<file path="config.mk">
export PLATFORM = sky130hd
export DESIGN_NAME = long_shadow_vertex_expander
export DESIGN_NICKNAME = d
export VERILOG_FILES = /design/src/hw/rtl/lsve_pkg.sv /design/src/hw/rtl/lsve_div.sv /design/src/hw/rtl/long_shadow_vertex_expander.sv
export VERILOG_INCLUDE_DIRS = /design/src /design/src/hw/rtl
export SDC_FILE = /design/constraint.sdc
export NUM_CORES = 2
export LEC_CHECK = 0
export ABC_AREA = 1
export BUFFER_PORTS_ARGS = -buffer_cell sky130_fd_sc_hd__buf_2
export CAP_MARGIN = 20
export CELL_PAD_IN_SITES_DETAIL_PLACEMENT = 1
export CELL_PAD_IN_SITES_GLOBAL_PLACEMENT = 1
export CORE_ASPECT_RATIO = 0.8
export CORE_MARGIN = 2
export CORE_UTILIZATION = 51
export CTS_BUF_LIST = sky130_fd_sc_hd__clkbuf_4
export DETAILED_ROUTE_END_ITERATION = 7
export PLACE_DENSITY_LB_ADDON = 0.1
export SLEW_MARGIN = 20
export SYNTH_ARGS = -nofsm -noshare
export SYNTH_HDL_FRONTEND = slang
export SYNTH_HIERARCHICAL = 1
export SYNTH_SLANG_ARGS = --single-unit
</file>
<file path="constraint.sdc">
create_clock -name i_clk -period 22.7 [get_ports i_clk]
set_input_delay 5.675 -clock i_clk [delete_from_list [all_inputs] [get_ports i_clk]]
set_output_delay 5.675 -clock i_clk [all_outputs]
set_load 0.1 [all_outputs]
</file>
<file path="src/hw/rtl/long_shadow_vertex_expander_assert.svh">
// Assertion helpers for the shadow expander.
`ifndef LONG_SHADOW_VERTEX_EXPANDER_ASSERT_SVH
`define LONG_SHADOW_VERTEX_EXPANDER_ASSERT_SVH

// Same-cycle implication, masked during reset.
`define LSVE_ASSERT_SAME(label, clk, rst_n, ante, cons, msg) \
    label: assert property (@(posedge clk) disable iff (!rst_n) (ante) |-> (cons)) \
        else $error(msg);

// Next-cycle implication, masked during reset.
`define LSVE_ASSERT_NEXT(label, clk, rst_n, ante, cons, msg) \
    label: assert property (@(posedge clk) disable iff (!rst_n) (ante) |=> (cons)) \
        else $error(msg);

`endif

</file>
<file path="src/hw/rtl/lsve_pkg.sv">
package lsve_pkg;

    // Layer count and position format
    localparam int MAX_LAYERS = 64;
    localparam int POS_W      = 24;
    localparam int LAYER_W    = $clog2(MAX_LAYERS + 1);
    localparam int IDX_W      = $clog2(MAX_LAYERS);
    localparam int SEG_W      = 6;
    localparam int ACC_W      = POS_W + 1;

    // Color format
    localparam int CH_W    = 8;
    localparam int COLOR_W = 32;
    localparam int NUM_CH  = 4;
    localparam int CHI_W   = $clog2(NUM_CH);
    localparam int NUM_AX  = 3;

    localparam logic [CHI_W-1:0] CH_RED   = 2'd0;
    localparam logic [CHI_W-1:0] CH_GREEN = 2'd1;
    localparam logic [CHI_W-1:0] CH_BLUE  = 2'd2;
    localparam logic [CHI_W-1:0] CH_ALPHA = 2'd3;

    // Divider: dividend width and step counter
    localparam int DIV_W      = POS_W;
    localparam int DIV_STEP_W = $clog2(DIV_W + 1);

    // Configuration port
    localparam int CFG_IDX_W  = 4;
    localparam int CFG_DATA_W = 32;

    localparam logic [CFG_IDX_W-1:0] REG_SEGMENTS = 4'd0;
    localparam logic [CFG_IDX_W-1:0] REG_SIZE_X   = 4'd1;
    localparam logic [CFG_IDX_W-1:0] REG_SIZE_Y   = 4'd2;
    localparam logic [CFG_IDX_W-1:0] REG_SIZE_Z   = 4'd3;
    localparam logic [CFG_IDX_W-1:0] REG_NEAR     = 4'd4;
    localparam logic [CFG_IDX_W-1:0] REG_FAR      = 4'd5;
    localparam logic [CFG_IDX_W-1:0] REG_GRAD_EN  = 4'd6;
    localparam logic [CFG_IDX_W-1:0] REG_AMUL_EN  = 4'd7;

    localparam logic [COLOR_W-1:0] COLOR_RESET = 32'h0000_00FF;

    // Setup jobs: three axis divisions, then four channel divisions
    localparam int JOB_W = 3;
    localparam logic [JOB_W-1:0] JOB_FIRST_AXIS  = 3'd0;
    localparam logic [JOB_W-1:0] JOB_LAST_AXIS   = 3'd2;
    localparam logic [JOB_W-1:0] JOB_FIRST_COLOR = 3'd3;
    localparam logic [JOB_W-1:0] JOB_LAST        = 3'd6;

    // Request to the divider
    typedef struct packed {
        logic start;
        logic short_mode;   // dividend holds CH_W bits at the top
    } t_div_req;

    // Pick one byte of a packed RGBA word
    function automatic logic [CH_W-1:0] color_chan(input logic [COLOR_W-1:0] c,
                                                   input logic [CHI_W-1:0] idx);
        logic [CH_W-1:0] res;
        case (idx)
            CH_RED:   res = c[4*CH_W-1:3*CH_W];
            CH_GREEN: res = c[3*CH_W-1:2*CH_W];
            CH_BLUE:  res = c[2*CH_W-1:CH_W];
            default:  res = c[CH_W-1:0];
        endcase
        return res;
    endfunction

    // Clamp a widened coordinate to the signed position range
    function automatic logic [POS_W-1:0] sat_pos(input logic [ACC_W-1:0] v);
        logic [POS_W-1:0] res;
        if (v[ACC_W-1] != v[ACC_W-2]) begin
            res = v[ACC_W-1] ? {1'b1, {(POS_W-1){1'b0}}} : {1'b0, {(POS_W-1){1'b1}}};
        end else begin
            res = v[POS_W-1:0];
        end
        return res;
    endfunction

endpackage

</file>
<file path="src/hw/rtl/lsve_div.sv">
// Restoring divider, one quotient bit per cycle.
module lsve_div
    import lsve_pkg::*;
(
    input  logic               i_clk,
    input  logic               i_rst_n,
    input  t_div_req           i_req,
    input  logic [DIV_W-1:0]   i_dividend,
    input  logic [LAYER_W-1:0] i_divisor,
    output logic               o_done,
    output logic [DIV_W-1:0]   o_quotient,
    output logic [LAYER_W-1:0] o_remainder
);

    logic                  r_busy;
    logic                  r_done;
    logic [DIV_STEP_W-1:0] r_cnt;
    logic [DIV_W-1:0]      r_quo;
    logic [LAYER_W-1:0]    r_rem;
    logic [LAYER_W-1:0]    r_dvs;

    logic [LAYER_W:0] w_part;
    logic [LAYER_W:0] w_diff;
    logic             w_fit;

    // Trial subtraction
    assign w_part = {r_rem, r_quo[DIV_W-1]};
    assign w_diff = w_part - {1'b0, r_dvs};
    assign w_fit  = (w_part >= {1'b0, r_dvs});

    // Step control
    always_ff @(posedge i_clk) begin
        if (!i_rst_n) begin
            r_busy <= 1'b0;
            r_done <= 1'b0;
            r_cnt  <= '0;
        end else begin
            r_done <= 1'b0;
            if (i_req.start) begin
                r_busy <= 1'b1;
                r_cnt  <= i_req.short_mode ? DIV_STEP_W'(CH_W) : DIV_STEP_W'(DIV_W);
            end else if (r_busy) begin
                r_cnt <= r_cnt - 1'b1;
                if (r_cnt == DIV_STEP_W'(1)) begin
                    r_busy <= 1'b0;
                    r_done <= 1'b1;
                end
            end
        end
    end

    // Datapath
    always_ff @(posedge i_clk) begin
        if (i_req.start) begin
            r_quo <= i_dividend;
            r_rem <= '0;
            r_dvs <= i_divisor;
        end else if (r_busy) begin
            r_quo <= {r_quo[DIV_W-2:0], w_fit};
            r_rem <= w_fit ? w_diff[LAYER_W-1:0] : w_part[LAYER_W-1:0];
        end
    end

    assign o_done      = r_done;
    assign o_quotient  = r_quo;
    assign o_remainder = r_rem;

endmodule

</file>
<file path="src/hw/rtl/long_shadow_vertex_expander.sv">
// Long-shadow vertex expander.
// Input channel (i_in_valid / o_in_ready) takes one source vertex: Q16.8
// position and alpha byte. For L = shadow_segments + 1 layers the block emits
// L shadow vertices on the output channel (o_out_valid / i_out_ready), layer 0
// (farthest) first, with o_last_layer set on layer L-1.
// Configuration writes (i_cfg_valid / o_cfg_ready, index and data) are always
// taken; change registers only while the block is idle.
// Per item, a shared serial divider first runs the setup: three axis
// divisions by L and, with the gradient on and L > 1, four channel divisions
// by L-1. Then one layer comes per cycle while the receiver takes results,
// and the next item is accepted only after the last layer is loaded into the
// output register. o_in_ready is high only between items.
// Results sit in an output register; a stalled receiver holds it and the
// layer sequencer waits. The last result may still wait while the next item
// is accepted.
// Reset (synchronous, active low) returns to idle, drops o_out_valid and loads
// the register defaults: no extra layers, zero sizes, colors 0x000000FF.
`include "long_shadow_vertex_expander_assert.svh"

module long_shadow_vertex_expander
    import lsve_pkg::*;
(
    input  logic                  i_clk,
    input  logic                  i_rst_n,
    // configuration
    input  logic                  i_cfg_valid,
    output logic                  o_cfg_ready,
    input  logic [CFG_IDX_W-1:0]  i_cfg_index,
    input  logic [CFG_DATA_W-1:0] i_cfg_data,
    // input items
    input  logic                  i_in_valid,
    output logic                  o_in_ready,
    input  logic signed [POS_W-1:0] i_vertex_x,
    input  logic signed [POS_W-1:0] i_vertex_y,
    input  logic signed [POS_W-1:0] i_vertex_z,
    input  logic [CH_W-1:0]       i_source_alpha,
    // result items
    output logic                  o_out_valid,
    input  logic                  i_out_ready,
    output logic signed [POS_W-1:0] o_out_x,
    output logic signed [POS_W-1:0] o_out_y,
    output logic signed [POS_W-1:0] o_out_z,
    output logic [CH_W-1:0]       o_out_red,
    output logic [CH_W-1:0]       o_out_green,
    output logic [CH_W-1:0]       o_out_blue,
    output logic [CH_W-1:0]       o_out_alpha,
    output logic [IDX_W-1:0]      o_layer_index,
    output logic                  o_last_layer
);

    localparam logic [1:0] ST_IDLE   = 2'd0;
    localparam logic [1:0] ST_DSTART = 2'd1;
    localparam logic [1:0] ST_DWAIT  = 2'd2;
    localparam logic [1:0] ST_OUT    = 2'd3;

    // configuration registers
    logic [SEG_W-1:0]   r_segments;
    logic [POS_W-1:0]   r_size [NUM_AX];
    logic [COLOR_W-1:0] r_near;
    logic [COLOR_W-1:0] r_far;
    logic               r_grad_en;
    logic               r_amul_en;

    // sequencer
    logic [1:0]       r_state;
    logic [JOB_W-1:0] r_job;
    logic [IDX_W-1:0] r_k;
    logic             r_grad;

    // per-item working set
    logic [POS_W-1:0]  r_src [NUM_AX];
    logic [CH_W-1:0]   r_src_a;
    logic [POS_W-1:0]  r_step [NUM_AX];
    logic [ACC_W-1:0]  r_pos [NUM_AX];
    logic [CH_W-1:0]   r_cq [NUM_CH];
    logic [IDX_W-1:0]  r_cr [NUM_CH];
    logic [CH_W:0]     r_dq [NUM_CH];
    logic [IDX_W-1:0]  r_dr [NUM_CH];

    // output register
    logic             r_out_valid;
    logic [POS_W-1:0] r_out_pos [NUM_AX];
    logic [CH_W-1:0]  r_out_col [NUM_CH];
    logic [IDX_W-1:0] r_out_k;
    logic             r_out_last;

    // combinational
    logic [LAYER_W-1:0] w_layers_raw;
    logic [LAYER_W-1:0] w_layers;
    logic [IDX_W-1:0]   w_last_k;
    logic               w_in_acc;
    logic               w_load;
    logic               w_is_last;
    t_div_req           w_div_req;
    logic [DIV_W-1:0]   w_div_dividend;
    logic [LAYER_W-1:0] w_div_divisor;
    logic               w_div_done;
    logic [DIV_W-1:0]   w_div_quo;
    logic [LAYER_W-1:0] w_div_rem;
    logic [1:0]         w_ax;
    logic [POS_W-1:0]   w_size_sel;
    logic               w_size_neg;
    logic [CHI_W-1:0]   w_ch;
    logic [CH_W-1:0]    w_near_ch;
    logic [CH_W-1:0]    w_far_ch;
    logic [CH_W:0]      w_delta;
    logic               w_delta_neg;
    logic [CH_W-1:0]    w_delta_abs;
    logic [POS_W-1:0]   w_interval;
    logic [ACC_W-1:0]   w_rem_s;
    logic [ACC_W-1:0]   w_pos0;
    logic [CH_W-1:0]    w_uq;
    logic [CH_W:0]      w_dq_new;
    logic [IDX_W-1:0]   w_dr_new;
    logic [IDX_W-1:0]   w_cr_next [NUM_CH];
    logic [CH_W-1:0]    w_cq_next [NUM_CH];
    logic [2*CH_W-1:0]  w_aprod;
    logic [2*CH_W:0]    w_asum;
    logic [CH_W-1:0]    w_alpha;
    logic               w_out_st;
    logic               w_cr_ok;
    logic               w_at_start;

    // layer count, clamped
    assign w_layers_raw = {1'b0, r_segments} + LAYER_W'(1);
    assign w_layers     = (w_layers_raw > LAYER_W'(MAX_LAYERS)) ? LAYER_W'(MAX_LAYERS)
                                                                : w_layers_raw;
    assign w_last_k     = IDX_W'(w_layers - LAYER_W'(1));

    assign o_in_ready  = (r_state == ST_IDLE);
    assign o_cfg_ready = 1'b1;
    assign w_in_acc    = i_in_valid && o_in_ready;
    assign w_load      = (r_state == ST_OUT) && (!r_out_valid || i_out_ready);
    assign w_is_last   = (r_k == w_last_k);

    // divider operand selection
    assign w_ax        = r_job[1:0];
    assign w_size_sel  = r_size[w_ax];
    assign w_size_neg  = w_size_sel[POS_W-1];
    assign w_ch        = CHI_W'(r_job - JOB_FIRST_COLOR);
    assign w_near_ch   = color_chan(r_near, w_ch);
    assign w_far_ch    = color_chan(r_far, w_ch);
    assign w_delta     = {1'b0, w_near_ch} - {1'b0, w_far_ch};
    assign w_delta_neg = w_delta[CH_W];
    assign w_delta_abs = w_delta_neg ? CH_W'(-w_delta) : w_delta[CH_W-1:0];

    always_comb begin
        w_div_req.start      = (r_state == ST_DSTART);
        w_div_req.short_mode = (r_job >= JOB_FIRST_COLOR);
        if (r_job >= JOB_FIRST_COLOR) begin
            w_div_dividend = {w_delta_abs, {(DIV_W-CH_W){1'b0}}};
            w_div_divisor  = {1'b0, w_last_k};
        end else begin
            w_div_dividend = w_size_neg ? POS_W'(-w_size_sel) : w_size_sel;
            w_div_divisor  = w_layers;
        end
    end

    lsve_div u_div (
        .i_clk       (i_clk),
        .i_rst_n     (i_rst_n),
        .i_req       (w_div_req),
        .i_dividend  (w_div_dividend),
        .i_divisor   (w_div_divisor),
        .o_done      (w_div_done),
        .o_quotient  (w_div_quo),
        .o_remainder (w_div_rem)
    );

    // axis result: truncated interval and start position src + interval*L
    assign w_interval = w_size_neg ? POS_W'(-w_div_quo) : w_div_quo;
    assign w_rem_s    = w_size_neg ? ACC_W'(-ACC_W'(w_div_rem)) : ACC_W'(w_div_rem);
    assign w_pos0     = {r_src[w_ax][POS_W-1], r_src[w_ax]}
                      + {w_size_sel[POS_W-1], w_size_sel} - w_rem_s;

    // channel result: floor division of delta by L-1
    assign w_uq = w_div_quo[CH_W-1:0];
    always_comb begin
        if (!w_delta_neg) begin
            w_dq_new = {1'b0, w_uq};
            w_dr_new = w_div_rem[IDX_W-1:0];
        end else if (w_div_rem == '0) begin
            w_dq_new = -{1'b0, w_uq};
            w_dr_new = '0;
        end else begin
            w_dq_new = -{1'b0, w_uq} - (CH_W+1)'(1);
            w_dr_new = w_last_k - w_div_rem[IDX_W-1:0];
        end
    end

    // per-layer color step: quotient and remainder carried by one add
    always_comb begin
        logic [IDX_W:0] sum;
        logic           wrap;
        for (int c = 0; c < NUM_CH; c++) begin
            sum  = {1'b0, r_cr[c]} + {1'b0, r_dr[c]};
            wrap = r_grad && (sum >= {1'b0, w_last_k});
            w_cr_next[c] = wrap ? IDX_W'(sum - {1'b0, w_last_k}) : sum[IDX_W-1:0];
            w_cq_next[c] = r_cq[c] + r_dq[c][CH_W-1:0] + CH_W'(wrap);
        end
    end

    // alpha scale: floor(x / 255) for x a product of two bytes
    assign w_aprod  = r_src_a * r_cq[CH_ALPHA];
    assign w_asum   = {1'b0, w_aprod} + (2*CH_W+1)'(w_aprod >> CH_W) + (2*CH_W+1)'(1);
    assign w_alpha  = r_amul_en ? w_asum[2*CH_W-1:CH_W] : r_cq[CH_ALPHA];

    // configuration writes
    always_ff @(posedge i_clk) begin
        if (!i_rst_n) begin
            r_segments <= '0;
            r_size[0]  <= '0;
            r_size[1]  <= '0;
            r_size[2]  <= '0;
            r_near     <= COLOR_RESET;
            r_far      <= COLOR_RESET;
            r_grad_en  <= 1'b0;
            r_amul_en  <= 1'b0;
        end else if (i_cfg_valid) begin
            unique case (i_cfg_index)
                REG_SEGMENTS: r_segments <= i_cfg_data[SEG_W-1:0];
                REG_SIZE_X:   r_size[0]  <= i_cfg_data[POS_W-1:0];
                REG_SIZE_Y:   r_size[1]  <= i_cfg_data[POS_W-1:0];
                REG_SIZE_Z:   r_size[2]  <= i_cfg_data[POS_W-1:0];
                REG_NEAR:     r_near     <= i_cfg_data[COLOR_W-1:0];
                REG_FAR:      r_far      <= i_cfg_data[COLOR_W-1:0];
                REG_GRAD_EN:  r_grad_en  <= i_cfg_data[0];
                REG_AMUL_EN:  r_amul_en  <= i_cfg_data[0];
                default: ;
            endcase
        end
    end

    // sequencer
    always_ff @(posedge i_clk) begin
        if (!i_rst_n) begin
            r_state     <= ST_IDLE;
            r_job       <= JOB_FIRST_AXIS;
            r_k         <= '0;
            r_grad      <= 1'b0;
            r_out_valid <= 1'b0;
        end else begin
            if (w_load) begin
                r_out_valid <= 1'b1;
            end else if (i_out_ready) begin
                r_out_valid <= 1'b0;
            end
            unique case (r_state)
                ST_IDLE: begin
                    if (w_in_acc) begin
                        r_state <= ST_DSTART;
                        r_job   <= JOB_FIRST_AXIS;
                        r_k     <= '0;
                        r_grad  <= r_grad_en && (w_last_k != '0);
                    end
                end
                ST_DSTART: r_state <= ST_DWAIT;
                ST_DWAIT: begin
                    if (w_div_done) begin
                        if ((r_job == JOB_LAST_AXIS && !r_grad) || r_job == JOB_LAST) begin
                            r_state <= ST_OUT;
                        end else begin
                            r_state <= ST_DSTART;
                            r_job   <= r_job + 1'b1;
                        end
                    end
                end
                ST_OUT: begin
                    if (w_load) begin
                        r_k <= r_k + 1'b1;
                        if (w_is_last) begin
                            r_state <= ST_IDLE;
                        end
                    end
                end
                default: r_state <= ST_IDLE;
            endcase
        end
    end

    // working set
    always_ff @(posedge i_clk) begin
        if (w_in_acc) begin
            r_src[0] <= i_vertex_x;
            r_src[1] <= i_vertex_y;
            r_src[2] <= i_vertex_z;
            r_src_a  <= i_source_alpha;
            for (int c = 0; c < NUM_CH; c++) begin
                r_cq[c] <= (r_grad_en && (w_last_k != '0))
                         ? color_chan(r_far, CHI_W'(c)) : color_chan(r_near, CHI_W'(c));
                r_cr[c] <= '0;
                r_dq[c] <= '0;
                r_dr[c] <= '0;
            end
        end else if (r_state == ST_DWAIT && w_div_done) begin
            if (r_job >= JOB_FIRST_COLOR) begin
                r_dq[w_ch] <= w_dq_new;
                r_dr[w_ch] <= w_dr_new;
            end else begin
                r_step[w_ax] <= w_interval;
                r_pos[w_ax]  <= w_pos0;
            end
        end else if (w_load) begin
            for (int a = 0; a < NUM_AX; a++) begin
                r_pos[a] <= r_pos[a] - {r_step[a][POS_W-1], r_step[a]};
            end
            for (int c = 0; c < NUM_CH; c++) begin
                r_cq[c] <= w_cq_next[c];
                r_cr[c] <= w_cr_next[c];
            end
        end
    end

    // result register
    always_ff @(posedge i_clk) begin
        if (w_load) begin
            for (int a = 0; a < NUM_AX; a++) begin
                r_out_pos[a] <= sat_pos(r_pos[a]);
            end
            r_out_col[CH_RED]   <= r_cq[CH_RED];
            r_out_col[CH_GREEN] <= r_cq[CH_GREEN];
            r_out_col[CH_BLUE]  <= r_cq[CH_BLUE];
            r_out_col[CH_ALPHA] <= w_alpha;
            r_out_k             <= r_k;
            r_out_last          <= w_is_last;
        end
    end

    assign o_out_valid   = r_out_valid;
    assign o_out_x       = r_out_pos[0];
    assign o_out_y       = r_out_pos[1];
    assign o_out_z       = r_out_pos[2];
    assign o_out_red     = r_out_col[CH_RED];
    assign o_out_green   = r_out_col[CH_GREEN];
    assign o_out_blue    = r_out_col[CH_BLUE];
    assign o_out_alpha   = r_out_col[CH_ALPHA];
    assign o_layer_index = r_out_k;
    assign o_last_layer  = r_out_last;

    // checks
    assign w_out_st   = (r_state == ST_OUT);
    assign w_cr_ok    = (r_cr[0] < w_last_k) && (r_cr[1] < w_last_k)
                     && (r_cr[2] < w_last_k) && (r_cr[3] < w_last_k);
    assign w_at_start = (r_state == ST_DSTART) && (r_job == JOB_FIRST_AXIS) && (r_k == '0);

    `LSVE_ASSERT_SAME(a_layer_bound, i_clk, i_rst_n, w_out_st, r_k <= w_last_k, "layer overrun")
    `LSVE_ASSERT_SAME(a_done_wait, i_clk, i_rst_n, w_div_done, r_state == ST_DWAIT, "stray done")
    `LSVE_ASSERT_SAME(a_color_rem, i_clk, i_rst_n, w_out_st && r_grad, w_cr_ok, "remainder overrun")
    `LSVE_ASSERT_NEXT(a_accept_setup, i_clk, i_rst_n, w_in_acc, w_at_start, "setup not started")

endmodule

</file>
==> report_table.html <==
<table>
<tr><th>Metric</th><th>Value</th></tr>
<tr><th colspan="2">Power and ir drop</th></tr>
<tr><td>Worst IR drop on VDD</td><td>116 uV</td></tr>
<tr><td>P per Cell Area</td><td>124 nW/um^2</td></tr>
<tr><td>Leakage power of the design</td><td>19.8 nW</td></tr>
<tr><th colspan="2">STA</th></tr>
<tr><td>Share of the clock period used by the worst path after layout</td><td>34.4%</td></tr>
<tr><td>Relative slew slack</td><td>14.5%</td></tr>
<tr><td>Final count of negative-setup-slack endpoints</td><td>0</td></tr>
<tr><td>Time the final worst path needs with I/O delays and setup</td><td>7820 ps</td></tr>
<tr><td>Unrepaired setup endpoints after global routing</td><td>false</td></tr>
<tr><td>Worst-case clock skew</td><td>94.1 ps</td></tr>
<tr><td>Least-Margin Pin Slew</td><td>1270 ps</td></tr>
<tr><td>Max-slew violation count</td><td>0</td></tr>
<tr><td>Final sum of negative setup slack</td><td>0 ps</td></tr>
<tr><td>Hold violation count in the final report</td><td>0</td></tr>
<tr><td>Achievable Freq</td><td>0.128 GHz</td></tr>
<tr><th colspan="2">Floorplanning</th></tr>
<tr><td>Width of the die</td><td>316 um</td></tr>
<tr><td>Core region area</td><td>77,100 um^2</td></tr>
<tr><td>Row count</td><td>91</td></tr>
<tr><td>Effective utilization at floorplan</td><td>51.5%</td></tr>
<tr><td>Die Span Y</td><td>254 um</td></tr>
<tr><td>Die Outline Area</td><td>80,100 um^2</td></tr>
<tr><td>Number of primary I/O pins</td><td>235</td></tr>
<tr><th colspan="2">Worst setup path</th></tr>
<tr><td>Required time of the worst setup path</td><td>17,020 ps</td></tr>
<tr><td>CP Buf/Inv Count</td><td>1</td></tr>
<tr><td>Data arrival time of the worst path</td><td>2140 ps</td></tr>
<tr><td>Peak per-stage delay on the critical path</td><td>490 ps</td></tr>
<tr><td>Critical path's slowest cell</td><td>buf_2</td></tr>
<tr><td>Setup CP Type</td><td>reg2out</td></tr>
<tr><td>Worst-path fanout max</td><td>6</td></tr>
<tr><td>Critical path, cell by cell</td><td>nor2_1 -&gt; buf_2</td></tr>
<tr><td>Capturing element type of the critical path</td><td>output pin</td></tr>
<tr><td>Register-to-Register Setup Slack</td><td>16,070 ps</td></tr>
<tr><td>Largest delay share family, worst path</td><td>buffers and inverters</td></tr>
<tr><td>CP startpoint kind</td><td>flop</td></tr>
<tr><th colspan="2">Worst hold path</th></tr>
<tr><td>Worst hold path type</td><td>reg2reg</td></tr>
<tr><th colspan="2">Synth</th></tr>
<tr><td>Synthesized area</td><td>39,700 um^2</td></tr>
<tr><td>Number of enable-type register cells in the synthesized netlist</td><td>553</td></tr>
<tr><td>Netlist cell types</td><td>65</td></tr>
<tr><td>Average footprint of a synthesized cell</td><td>8.88 um^2</td></tr>
<tr><td>Share of synthesized area occupied by flip-flops and latches</td><td>46.9%</td></tr>
<tr><td>Most used DFF post-synth</td><td>edfxtp_1</td></tr>
<tr><td>Synth warnings</td><td>6</td></tr>
<tr><td>Synth top area cells</td><td>edfxtp_1 (42%), nand2_1 (9.2%), ha_1 (7.9%), inv_1 (5.7%), dfxtp_1 (5.1%)</td></tr>
<tr><td>Dominant cell type by area after synthesis</td><td>edfxtp_1</td></tr>
<tr><td>Fraction of registers with async set/reset</td><td>0%</td></tr>
<tr><td>Number of cells produced by synthesis</td><td>4,474</td></tr>
<tr><td>Post-synthesis net count</td><td>4,927</td></tr>
<tr><td>Portion of synthesized cell area occupied by the leading cell type</td><td>41.8%</td></tr>
<tr><td>Register bit count reported by yosys</td><td>654</td></tr>
<tr><th colspan="2">Route</th></tr>
<tr><td>ANT nets after route</td><td>0</td></tr>
<tr><td>Total Wirelength</td><td>136 mm</td></tr>
<tr><td>Routed WL per cell</td><td>23.0 um</td></tr>
<tr><td>Number of iterations in the first detailed-routing pass</td><td>8</td></tr>
<tr><td>Post-route DRC violation count</td><td>0</td></tr>
<tr><td>DR vias</td><td>33.8k</td></tr>
<tr><td>Detailed-route vias per instance</td><td>5.73</td></tr>
<tr><td>Number of design-rule violations left by the first detailed-router iteration</td><td>3,163</td></tr>
<tr><th colspan="2">Finish</th></tr>
<tr><td>Most common library cell in the layout ignoring fill and taps</td><td>nand2_1</td></tr>
<tr><td>Number of filler cells placed in the layout</td><td>9,164</td></tr>
<tr><td>Share of final-layout standard cells stronger than drive strength 1</td><td>14.1%</td></tr>
<tr><td>Final Cell Area</td><td>44,000 um^2</td></tr>
<tr><td>Non-filler instance count after layout</td><td>5,910</td></tr>
<tr><td>Final core utilization</td><td>57.0%</td></tr>
<tr><td>Layout Area Growth over Synthesis</td><td>10.7%</td></tr>
<tr><td>Most frequent cells in the layout</td><td>nand2_1 (977), inv_1 (602), edfxtp_1 (553), nor2_1 (338), a21oi_1 (336)</td></tr>
<tr><td>Number of nets in the layout</td><td>5,215</td></tr>
<tr><th colspan="2">Clocking</th></tr>
<tr><td>Number of buffers added to fix hold violations after cts</td><td>0</td></tr>
<tr><td>Clock tree from TritonCTS</td><td>yes</td></tr>
<tr><td>Maximum clock insertion buffer count</td><td>3</td></tr>
<tr><td>Number of CTS-inserted buffers</td><td>171</td></tr>
<tr><td>Count of buffers added by post-CTS timing repair for setup</td><td>0</td></tr>
<tr><td>Number of cells upsized or downsized after cts</td><td>0</td></tr>
<tr><td>Clock H-tree levels</td><td>4</td></tr>
<tr><td>Latest clock arrival within the worst-skew pair</td><td>1080 ps</td></tr>
<tr><td>Library cell used as clock root buffer</td><td>clkbuf_4</td></tr>
<tr><td>Num Clock Sinks</td><td>654</td></tr>
<tr><td>CTS clock-pin slew for the worst setup and hold paths</td><td>70 ps</td></tr>
<tr><th colspan="2">Global route</th></tr>
<tr><td>Grt total ovfl</td><td>0</td></tr>
<tr><td>Via count of the first global-routing pass</td><td>34.4k</td></tr>
<tr><td>Wire length of the first global-routing pass</td><td>203 mm</td></tr>
<tr><td>Number of antenna violations at the first check in global routing</td><td>18</td></tr>
<tr><td>Overall routing resource usage</td><td>33.9%</td></tr>
<tr><td>Maximum number of pins on one net before global-route repair</td><td>178</td></tr>
<tr><th colspan="2">Placement</th></tr>
<tr><td>Final Wtd Congestion</td><td>0.973</td></tr>
<tr><td>Total placed cells including tap cells</td><td>5,611</td></tr>
<tr><td>Number of input and output port buffers inserted</td><td>233</td></tr>
<tr><td>Placed Area</td><td>41,800 um^2</td></tr>
<tr><td>Estimated wirelength of the detail-placed design</td><td>104 mm</td></tr>
<tr><th colspan="2">Run</th></tr>
<tr><td>Maxcap violations</td><td>0</td></tr>
<tr><th colspan="2">Outcome</th></tr>
<tr><td>Run status</td><td>finished, final reports clean</td></tr>
</table>
==> synthesized netlist by cell type (5+ instances only) <==
master,number
nand2_1,978
inv_1,602
edfxtp_1,553
nor2_1,346
a21oi_1,336
o21ai_0,274
ha_1,251
nand3_1,202
clkbuf_1,102
dfxtp_1,101
o21ai_1,84
fa_1,81
xor2_1,78
nor3_1,50
xnor2_1,41
nand2_2,32
nand4_1,32
o211ai_1,23
or2_2,22
o21bai_1,20
a21o_1,18
inv_2,16
nand2_4,16
nand3b_1,16
o21ai_2,16
buf_2,15
nand3_2,13
nor4_1,13
buf_6,11
o22ai_1,11
a31oi_1,9
a32oi_1,8
buf_4,8
nor2_2,8
o21a_1,8
a21boi_0,7
a22o_1,6
a211oi_1,5
a31o_2,5
and2_1,5
buf_1,5
nor2_4,5
o31ai_1,5
==> state kept, by name, indices dropped and copies added, names as in the netlist, 2 cells and up, named ones only <==
name and flops:
r_cq 32, r_dq 32, u_div/o_quotient 24, r_dr 24
r_step 72, o_layer_index 6, r_k 6, r_pos 75
u_div/r_cnt 5, r_out_pos 72, r_job 3, r_out_col 32
u_div/o_remainder 7, r_size 72, r_far 32, r_src 72
r_cr 24, r_state 2, r_segments 6, u_div/r_dvs 7
r_near 32, r_src_a 8
==> path summary, 6_finish.rpt <==
| check | from | to | cells after the start |
|---|---|---|---|
| max | r_state[0]$_SDFFE_PN0P_ | o_in_ready | 2 |
| min reg2reg | r_k[4]$_SDFFE_PN0P_ | o_layer_index[4]$_DFFE_PP_ | 0 |
| max reg2reg | flop | r_pos[2][23]$_DFFE_PP_ | 22 |
| min | r_k[4]$_SDFFE_PN0P_ | o_layer_index[4]$_DFFE_PP_ | 0 |
==> cell families after synthesis <==
family                     after synthesis  share of synthesized area, %
DFF                                    654                          46.9
buffers and inverters                  764                          7.59
adders and majority gates              332                          12.0
and+or+nand+nor                       1755                          19.1
AOI/OAI and AO/OA                      849                          11.8
other                                    1                       0.00944
xor gates and xnor gates               119                          2.62
==> final cells by class <==
| cell class | count | area [um^2] | share of cell area, % |
|---|---|---|---|
| Antenna cell | 8 | 20.0 | 0.0455 |
| Clock buffer | 251 | 1880 | 4.29 |
| Clock inverter | 39 | 273 | 0.620 |
| Inverter | 622 | 2340 | 5.32 |
| Multi-Input combinational cell | 3056 | 18100 | 41.3 |
| Sequential cell | 654 | 18600 | 42.4 |
| Tap cell | 1023 | 1280 | 2.91 |
| Timing Repair Buffer | 257 | 1400 | 3.18 |
==> power breakdown <==
group,internal [mW],switching [mW],total [mW]
Clock,0.539,0.532,1.07
Combinational,0.814,1.98,2.79
Sequential,1.51,0.0637,1.58
Total,2.87,2.57,5.44
==> per-stage QoR <==
step	setup slack, ps	total power, mW	hold slack, ps
2_1_floorplan	10650	3.37	408
3_3_place_gp	14570	4.18	423
3_5_place_dp	14440	4.30	423
4_1_cts	14800	5.38	437
5_1_grt	14810	5.81	442
6_report	14880	5.44	435
==> per-layer routing <==
metal | GRT usage [%] | vias up | share of wire, %
li1 | - | 15600 | -
met1 | 48.7 | 16700 | 45
met2 | 49.5 | 1350 | 43
met3 | 9.32 | 219 | 9.8
met4 | 10.6 | 0 | 2.6
met5 | 0 | - | 0
No activity file was read; power rests on OpenSTA's default activity.
